--- config.mk ---
export PLATFORM = sky130hd
export DESIGN_NAME = iterative_quicksort_engine
export DESIGN_NICKNAME = d
export VERILOG_FILES = /design/src/rtl/qsort_pkg.sv /design/src/rtl/iterative_quicksort_engine.sv
export SDC_FILE = /design/constraint.sdc
export NUM_CORES = 2
export LEC_CHECK = 0
export ABC_AREA = 0
export BUFFER_PORTS_ARGS = -buffer_cell sky130_fd_sc_hd__buf_2
export CELL_PAD_IN_SITES_DETAIL_PLACEMENT = 1
export CELL_PAD_IN_SITES_GLOBAL_PLACEMENT = 2
export CORE_UTILIZATION = 39
export DETAILED_ROUTE_END_ITERATION = 16
export PLACE_DENSITY_LB_ADDON = 0.25
export SYNTH_ARGS = -nofsm -noshare
export SYNTH_HDL_FRONTEND = slang
export SYNTH_SLANG_ARGS = --single-unit
--- constraint.sdc ---
create_clock -name clk -period 7 [get_ports clk]
set_input_delay 1.4 -clock clk [delete_from_list [all_inputs] [get_ports clk]]
set_output_delay 1.4 -clock clk [all_outputs]
set_load 0.02 [all_outputs]
--- src/rtl/qsort_pkg.sv ---
// Shared constants and helpers for the iterative quicksort engine.
// No dependencies; used by the top level and its port checker.
package qsort_pkg;

  localparam int MAX_KEYS_DEF = 32;
  localparam int KEY_W        = 32;
  localparam int TOT_W        = 12;

  localparam logic [TOT_W-1:0] SAT_MAX = {TOT_W{1'b1}};

  typedef logic [KEY_W-1:0] key_t;
  typedef logic [TOT_W-1:0] tot_t;

  // Increment, holding at full scale
  function automatic tot_t sat_inc(input tot_t v);
    sat_inc = (v == SAT_MAX) ? v : v + tot_t'(1);
  endfunction

endpackage

--- src/rtl/iterative_quicksort_engine.sv ---
// Iterative quicksort engine: collects signed keys, sorts them in place
// (Lomuto partitions, explicit range stack) and streams them out ascending.
// Depends on qsort_pkg.

// Loading takes one cycle per key. The key with in_tlast set starts the sort,
// and in_tready stays low until the last sorted key has been handed to the
// output register. Work is bound by the single write port of the key memory:
// each partition pops a range and reads its pivot, then reads and compares
// each key in turn with one more step for each swap, then swaps the pivot
// into place and pushes the sub-ranges. Emit reads each key from memory, then
// loads it into the output register once that register is free. Keys beyond
// MAX_KEYS in one set are dropped. compare_total and move_total saturate at
// 4095 and repeat on every key of the run.
module iterative_quicksort_engine #(
  parameter int MAX_KEYS = qsort_pkg::MAX_KEYS_DEF
) (
  input  logic                          clk,
  input  logic                          rst_n,
  // in_tdata: key_in[31:0]
  input  logic [qsort_pkg::KEY_W-1:0]   in_tdata,
  input  logic                          in_tlast,
  input  logic                          in_tvalid,
  output logic                          in_tready,
  // out_tdata: key_out[31:0], compare_total[43:32], move_total[55:44]
  output logic [qsort_pkg::KEY_W+2*qsort_pkg::TOT_W-1:0] out_tdata,
  output logic                          out_tlast,
  output logic                          out_tvalid,
  input  logic                          out_tready
);

  import qsort_pkg::*;

  localparam int IW = (MAX_KEYS > 1) ? $clog2(MAX_KEYS) : 1;
  localparam int CW = IW + 1;

  localparam logic [3:0] S_IDLE = 4'd0;
  localparam logic [3:0] S_POP  = 4'd1;
  localparam logic [3:0] S_POPW = 4'd2;
  localparam logic [3:0] S_PIV  = 4'd3;
  localparam logic [3:0] S_JCHK = 4'd4;
  localparam logic [3:0] S_CMP  = 4'd5;
  localparam logic [3:0] S_SWP2 = 4'd6;
  localparam logic [3:0] S_FIN  = 4'd7;
  localparam logic [3:0] S_FIN2 = 4'd8;
  localparam logic [3:0] S_PSH1 = 4'd9;
  localparam logic [3:0] S_PSH2 = 4'd10;
  localparam logic [3:0] S_EMRD = 4'd11;
  localparam logic [3:0] S_EMLD = 4'd12;

  localparam logic [CW-1:0] FULL = CW'(MAX_KEYS);

  // Memories
  key_t            key_mem   [MAX_KEYS];
  logic [2*IW-1:0] stack_mem [MAX_KEYS];

  // Memory ports
  logic          rda_en, rdb_en, kwr_en, sw_en, sr_en;
  logic [IW-1:0] rda_addr, rdb_addr, kwr_addr, sw_addr, sr_addr;
  key_t          kwr_data, rda_r, rdb_r;
  logic [2*IW-1:0] sw_data, stk_rd_r;

  // Control and datapath registers
  logic [3:0]    state_r, state_nxt;
  logic [CW-1:0] count_r, count_nxt;
  logic [CW-1:0] top_r, top_nxt;
  logic [IW-1:0] lo_r, lo_nxt, hi_r, hi_nxt, j_r, j_nxt, fill_r, fill_nxt, k_r, k_nxt;
  key_t          pivot_r, pivot_nxt, kf_r, kf_nxt;
  tot_t          cmp_r, cmp_nxt, mov_r, mov_nxt;
  logic          out_valid_r, out_valid_nxt, out_last_r, out_last_nxt;
  key_t          out_key_r, out_key_nxt;
  tot_t          out_cmp_r, out_cmp_nxt, out_mov_r, out_mov_nxt;

  logic          in_xfer;
  logic [CW-1:0] cnt_inc;
  logic [IW:0]   lo_p1, fill_p1, k_p1;

  assign in_tready = (state_r == S_IDLE);
  assign in_xfer   = in_tvalid && in_tready;
  assign cnt_inc   = (count_r < FULL) ? count_r + CW'(1) : count_r;
  assign lo_p1     = {1'b0, lo_r} + (IW+1)'(1);
  assign fill_p1   = {1'b0, fill_r} + (IW+1)'(1);
  assign k_p1      = {1'b0, k_r} + (IW+1)'(1);

  assign out_tvalid = out_valid_r;
  assign out_tlast  = out_last_r;
  assign out_tdata  = {out_mov_r, out_cmp_r, out_key_r};

  // Key memory: two registered read ports, one write port
  always_ff @(posedge clk) begin
    if (kwr_en) key_mem[kwr_addr] <= kwr_data;
    if (rda_en) rda_r <= key_mem[rda_addr];
    if (rdb_en) rdb_r <= key_mem[rdb_addr];
  end

  // Range stack memory: {lo, hi} per entry
  always_ff @(posedge clk) begin
    if (sw_en) stack_mem[sw_addr] <= sw_data;
    if (sr_en) stk_rd_r <= stack_mem[sr_addr];
  end

  // Sequencer
  always_comb begin
    state_nxt     = state_r;
    count_nxt     = count_r;
    top_nxt       = top_r;
    lo_nxt        = lo_r;
    hi_nxt        = hi_r;
    j_nxt         = j_r;
    fill_nxt      = fill_r;
    k_nxt         = k_r;
    pivot_nxt     = pivot_r;
    kf_nxt        = kf_r;
    cmp_nxt       = cmp_r;
    mov_nxt       = mov_r;
    out_valid_nxt = out_valid_r && !out_tready;
    out_last_nxt  = out_last_r;
    out_key_nxt   = out_key_r;
    out_cmp_nxt   = out_cmp_r;
    out_mov_nxt   = out_mov_r;
    rda_en = 1'b0; rda_addr = j_r;
    rdb_en = 1'b0; rdb_addr = fill_r;
    kwr_en = 1'b0; kwr_addr = fill_r; kwr_data = rda_r;
    sw_en  = 1'b0; sw_addr  = top_r[IW-1:0]; sw_data = {lo_r, hi_r};
    sr_en  = 1'b0; sr_addr  = IW'(top_r - CW'(1));

    case (state_r)
      S_IDLE: begin
        if (in_xfer) begin
          // Store the key unless the store is full
          if (count_r < FULL) begin
            kwr_en   = 1'b1;
            kwr_addr = count_r[IW-1:0];
            kwr_data = in_tdata;
          end
          count_nxt = cnt_inc;
          if (in_tlast) begin
            // Seed the stack with the whole range
            sw_en     = 1'b1;
            sw_addr   = '0;
            sw_data   = {IW'(0), IW'(cnt_inc - CW'(1))};
            top_nxt   = CW'(1);
            cmp_nxt   = '0;
            mov_nxt   = '0;
            state_nxt = S_POP;
          end
        end
      end
      S_POP: begin
        if (top_r == '0) begin
          k_nxt     = '0;
          state_nxt = S_EMRD;
        end else begin
          sr_en     = 1'b1;
          top_nxt   = top_r - CW'(1);
          state_nxt = S_POPW;
        end
      end
      S_POPW: begin
        lo_nxt    = stk_rd_r[2*IW-1:IW];
        hi_nxt    = stk_rd_r[IW-1:0];
        rda_en    = 1'b1;
        rda_addr  = stk_rd_r[IW-1:0];
        state_nxt = S_PIV;
      end
      S_PIV: begin
        pivot_nxt = rda_r;
        j_nxt     = lo_r;
        fill_nxt  = lo_r;
        state_nxt = S_JCHK;
      end
      S_JCHK: begin
        rdb_en = 1'b1;
        if (j_r < hi_r) begin
          rda_en    = 1'b1;
          state_nxt = S_CMP;
        end else begin
          state_nxt = S_FIN;
        end
      end
      S_CMP: begin
        cmp_nxt = sat_inc(cmp_r);
        if ($signed(rda_r) < $signed(pivot_r)) begin
          // First half of the swap: key[j] goes to the fill slot
          kwr_en    = 1'b1;
          kwr_addr  = fill_r;
          kwr_data  = rda_r;
          kf_nxt    = rdb_r;
          state_nxt = S_SWP2;
        end else begin
          j_nxt     = j_r + IW'(1);
          state_nxt = S_JCHK;
        end
      end
      S_SWP2: begin
        kwr_en    = 1'b1;
        kwr_addr  = j_r;
        kwr_data  = kf_r;
        mov_nxt   = sat_inc(mov_r);
        fill_nxt  = fill_r + IW'(1);
        j_nxt     = j_r + IW'(1);
        state_nxt = S_JCHK;
      end
      S_FIN: begin
        // Pivot into its final slot
        kwr_en    = 1'b1;
        kwr_addr  = fill_r;
        kwr_data  = pivot_r;
        kf_nxt    = rdb_r;
        state_nxt = S_FIN2;
      end
      S_FIN2: begin
        kwr_en    = 1'b1;
        kwr_addr  = hi_r;
        kwr_data  = kf_r;
        mov_nxt   = sat_inc(mov_r);
        state_nxt = S_PSH1;
      end
      S_PSH1: begin
        // Left part, when it holds more than one key; dropped when the stack is full
        if (({1'b0, fill_r} > lo_p1) && (top_r < FULL)) begin
          sw_en   = 1'b1;
          sw_data = {lo_r, fill_r - IW'(1)};
          top_nxt = top_r + CW'(1);
        end
        state_nxt = S_PSH2;
      end
      S_PSH2: begin
        if ((fill_p1 < {1'b0, hi_r}) && (top_r < FULL)) begin
          sw_en   = 1'b1;
          sw_data = {fill_p1[IW-1:0], hi_r};
          top_nxt = top_r + CW'(1);
        end
        state_nxt = S_POP;
      end
      S_EMRD: begin
        rda_en    = 1'b1;
        rda_addr  = k_r;
        state_nxt = S_EMLD;
      end
      S_EMLD: begin
        // Load the output register with the key and this run's totals
        if (!out_valid_r || out_tready) begin
          out_valid_nxt = 1'b1;
          out_key_nxt   = rda_r;
          out_cmp_nxt   = cmp_r;
          out_mov_nxt   = mov_r;
          out_last_nxt  = (k_p1 == count_r);
          if (k_p1 == count_r) begin
            count_nxt = '0;
            state_nxt = S_IDLE;
          end else begin
            k_nxt     = k_p1[IW-1:0];
            state_nxt = S_EMRD;
          end
        end
      end
      default: state_nxt = S_IDLE;
    endcase
  end

  // Control state
  always_ff @(posedge clk) begin
    if (!rst_n) begin
      state_r     <= S_IDLE;
      count_r     <= '0;
      top_r       <= '0;
      cmp_r       <= '0;
      mov_r       <= '0;
      out_valid_r <= 1'b0;
    end else begin
      state_r     <= state_nxt;
      count_r     <= count_nxt;
      top_r       <= top_nxt;
      cmp_r       <= cmp_nxt;
      mov_r       <= mov_nxt;
      out_valid_r <= out_valid_nxt;
    end
  end

  // Datapath registers
  always_ff @(posedge clk) begin
    lo_r       <= lo_nxt;
    hi_r       <= hi_nxt;
    j_r        <= j_nxt;
    fill_r     <= fill_nxt;
    k_r        <= k_nxt;
    pivot_r    <= pivot_nxt;
    kf_r       <= kf_nxt;
    out_last_r <= out_last_nxt;
    out_key_r  <= out_key_nxt;
    out_cmp_r  <= out_cmp_nxt;
    out_mov_r  <= out_mov_nxt;
  end

endmodule

==> flow_summary_export.csv <==
group,metric,value,unit
timing,fin_crit_sh,0.8913,
routing,remaining_drc_errors,0,
yosys,ys_seq_area_frac,0.6657,
die,ioPinCount,96,
yosys,yosysWarnings,0,
timing,finalSetupTns,0,ps
yosys,netlist_area,0.07178,sq mm
die,core,0.1829,sq mm
placed_design,place.port_buffers,95,
setup_path,worst-setup-path-type,"reg2reg",
global_route,grt_max_degree,131,
clock_tree,cts_root_buffer,"clkbuf_16",
setup_path,cp_common_cell,"nand4_1",
worst_hold_path,min_path_type,"reg2reg",
die,die_w,431.0,um
routing,wirelength,246700,um
flow_run,cap_violations,0,
clock_tree,clk_latency,840,ps
power_and_ir_drop,leakagePower,26.23,nW
timing,finalSetupViolations,0,
clock_tree,cts.clk_slew.worst_paths,60,ps
setup_path,cp_slowest_cell,"nor3b_1",
clock_tree,clock_path_buffers,3,
timing,fmax,0.1603,GHz
setup_path,endpoint_kind,"flip-flop",
setup_path,worst-path-max-fanout,26,
yosys,avgSynthCellArea,15.43,sq um
clock_tree,holdBufCountCts,0,
setup_path,cp.arrival,6680,ps
power_and_ir_drop,powerDensity,316.7,mW/mm^2
timing,slew_headroom,0.1057,
timing,fin_crit,6239,ps
clock_tree,tritoncts,"built",
setup_path,critPathLaunchType,"flip-flop",
die,die_h,431.0,um
die,dieArea,0.1858,sq mm
setup_path,cp.required,7440,ps
global_route,antenna_found_initial,5,
clock_tree,cts_made_buffers,176,
routing,via_per_inst,6.129,
yosys,ys_ff_latch,1605,
die,start_util,0.3925,
status,status,"finished, final reports clean",
timing,hold_viol,0,
setup_path,slowest_delay,1070,ps
placed_design,pre_cts_ws,889.7,ps
clock_tree,cts_setup_buffers,0,
power_and_ir_drop,ir_drop,0.1894,mV
routing,vias,44930,
yosys,syn-num-nets,4744,
yosys,async_flop_share,0,
timing,skew,56.05,ps
finish,synthToLayoutAreaGrowth,13.14,%
yosys,dominantRegCellSynth,"edfxtp_1",
clock_tree,cts_sinks,1605,
finish,nNetsFinal,4817,
timing,finalMaxSlewViolations,0,
clock_tree,htreeDepth,4,
die,num_rows,157,
finish,drive_gt1_frac,0.2160,
finish,nFillCells,17830,
routing,antenna_left,0,
timing,tightest_slew,1338,ps
clock_tree,cts_resized,0,
timing,setup_ws,761.0,ps
routing,avgRoutedWirePerCell,33.65,um
setup_path,crit_path_cell_trace,"ha_1, and4_1, nand3_1, nor4_1, nand4_1, o21a_1, nand4_1, nor3b_1, nor4_2, buf_4",
routing,drt_first_pass_iters,7,
yosys,synth_edf_count,1564,
placed_design,routabilityCongestion,0.8390,
timing,rsz0062_at_grt,"no",
yosys,netlist_instances,4651,
global_route,grt_pass1_vias,46310,
routing,drt_iter0_markers,4970,
global_route,grt_pass1_wl,350300,um
placed_design,hpwl,148700,um
global_route,grt_usage,0.2646,
yosys,yosys.cell_types.count,73,
global_route,overflow,0,
## per-stage QoR
stage | std cells | power (mW) | area, sq um | utilization | hold WS (ps)
2_1_floorplan | 4651 | 14.64 | 71780 | - | 400.3
3_3_place_gp | 7009 | 16.51 | 75490 | 0.4128 | 401.4
3_5_place_dp | 7010 | 16.57 | 75500 | 0.4128 | 405.7
4_1_cts | 7329 | 25.87 | 81200 | 0.4440 | 420.2
5_1_grt | 7330 | 26.50 | 81210 | 0.4440 | 422.2
6_report | 7331 | 25.72 | 81210 | 0.4440 | 418.2
## cells by family after synthesis
family	count (synthesis)	share of synthesized area
AOI/OAI and AO/OA	631	0.05946
xor gates and xnor gates	47	0.005735
adders and majority gates	56	0.009762
buffers and inverters	385	0.02270
DFF	1605	0.6657
muxes	559	0.1525
and+or+nand+nor	1368	0.08412
## where the power goes
| part | internal (mW) | leakage [nW] | switching [mW] |
|---|---|---|---|
| logic | 1.50 | 9.05 | 3.29 |
| clock network | 5.31 | 2.78 | 4.02 |
| registers | 11.4 | 14.4 | 0.198 |
| total | 18.2 | 26.2 | 7.50 |
## flip-flops by register name, summed over array words and instances, names as in the netlist
name and flops:
out_cmp_r 12, count_r 6, out_mov_r 12, j_r 5
fill_r 5, hi_r 5, out_key_r 32, cmp_r 12
mov_r 12, kf_r 32, k_r 5, lo_r 5
rdb_r 32, out_tlast 1, stk_rd_r 10, pivot_r 32
out_tvalid 1, top_r 6, key_mem 1024, stack_mem 320
state_r 4, rda_r 32
## layout by cell type (no fill, tap or decap), types with 30 or more instances in the layout
| cell | instances |
|---|---|
| edfxtp_1 | 1564 |
| nand2_1 | 678 |
| mux4_2 | 420 |
| nor2_1 | 218 |
| nand3_1 | 205 |
| clkbuf_16 | 180 |
| a21oi_1 | 164 |
| buf_4 | 117 |
| buf_2 | 95 |
| mux2_2 | 76 |
| a22oi_1 | 72 |
| o21ai_0 | 70 |
| o22ai_1 | 68 |
| mux2i_1 | 63 |
| inv_1 | 55 |
| ha_1 | 55 |
| nor3_1 | 50 |
| nand4_1 | 47 |
| a31oi_1 | 43 |
| dfxtp_1 | 40 |
| clkbuf_1 | 37 |
| clkinv_1 | 34 |
| a222oi_1 | 32 |
| o211ai_1 | 31 |
| or4_1 | 30 |
| o32a_1 | 30 |
| o311ai_0 | 30 |
## path summary, 6_finish.rpt
path / start / endpoint / slack (ps) / cells past startpoint
min reg2reg: stk_rd_r[6] / lo_r[1] / 420 / 0
min: stk_rd_r[6] / lo_r[1] / 420 / 0
max: rda_r[31] / key_mem[20][16] / 760 / 10
max reg2reg: rda_r[31] / key_mem[20][16] / 760 / 10
## worst max-delay path, delay by kind of cell, from the launching register on
| kind | cells | cell delay [ps] |
|---|---|---|
| AOI/OAI and AO/OA | 1 | 410 |
| DFF | 1 | 520 |
| buffers and inverters | 1 | 470 |
| adders and majority gates | 1 | 490 |
| and+or+nand+nor | 7 | 3890 |
## area by class of cell
class | instances | area (sq um) | area share
Timing Repair Buffer | 225 | 1614 | 0.01988
Sequential cell | 1605 | 47790 | 0.5885
Multi-Input combinational cell | 2661 | 22810 | 0.2809
Tap cell | 2464 | 3083 | 0.03796
Inverter | 55 | 206.4 | 0.002542
Clock inverter | 100 | 1031 | 0.01270
Clock buffer | 219 | 4671 | 0.05752
Antenna cell | 2 | 5.005 | 0.00006163
## layer usage
metal,up-vias,wire length (um),global-route usage
met1,24000,105400,0.3715
met4,0,8810,0.09387
met3,398,16690,0.04099
met2,1874,115800,0.4186
li1,18660,-,-
met5,-,0,0
## Yosys cell counts (all sizes together) (41+ instances only)
library cell | instances | area (sq um)
a21oi | 164 | 820.8
a22oi | 72 | 540.5
a31oi | 43 | 269.0
buf | 125 | 653.1
clkbuf | 205 | 769.5
dfxtp | 41 | 820.8
edfxtp | 1564 | 46970
ha | 56 | 700.7
inv | 55 | 206.5
mux2 | 76 | 855.8
mux2i | 63 | 630.6
mux4 | 420 | 9459
nand2 | 682 | 2560
nand3 | 206 | 1031
nand4 | 47 | 294.0
nor2 | 246 | 930.9
nor3 | 54 | 270.3
o21ai | 83 | 415.4
o22ai | 68 | 425.4
No activity file was read; power rests on OpenSTA's default activity.
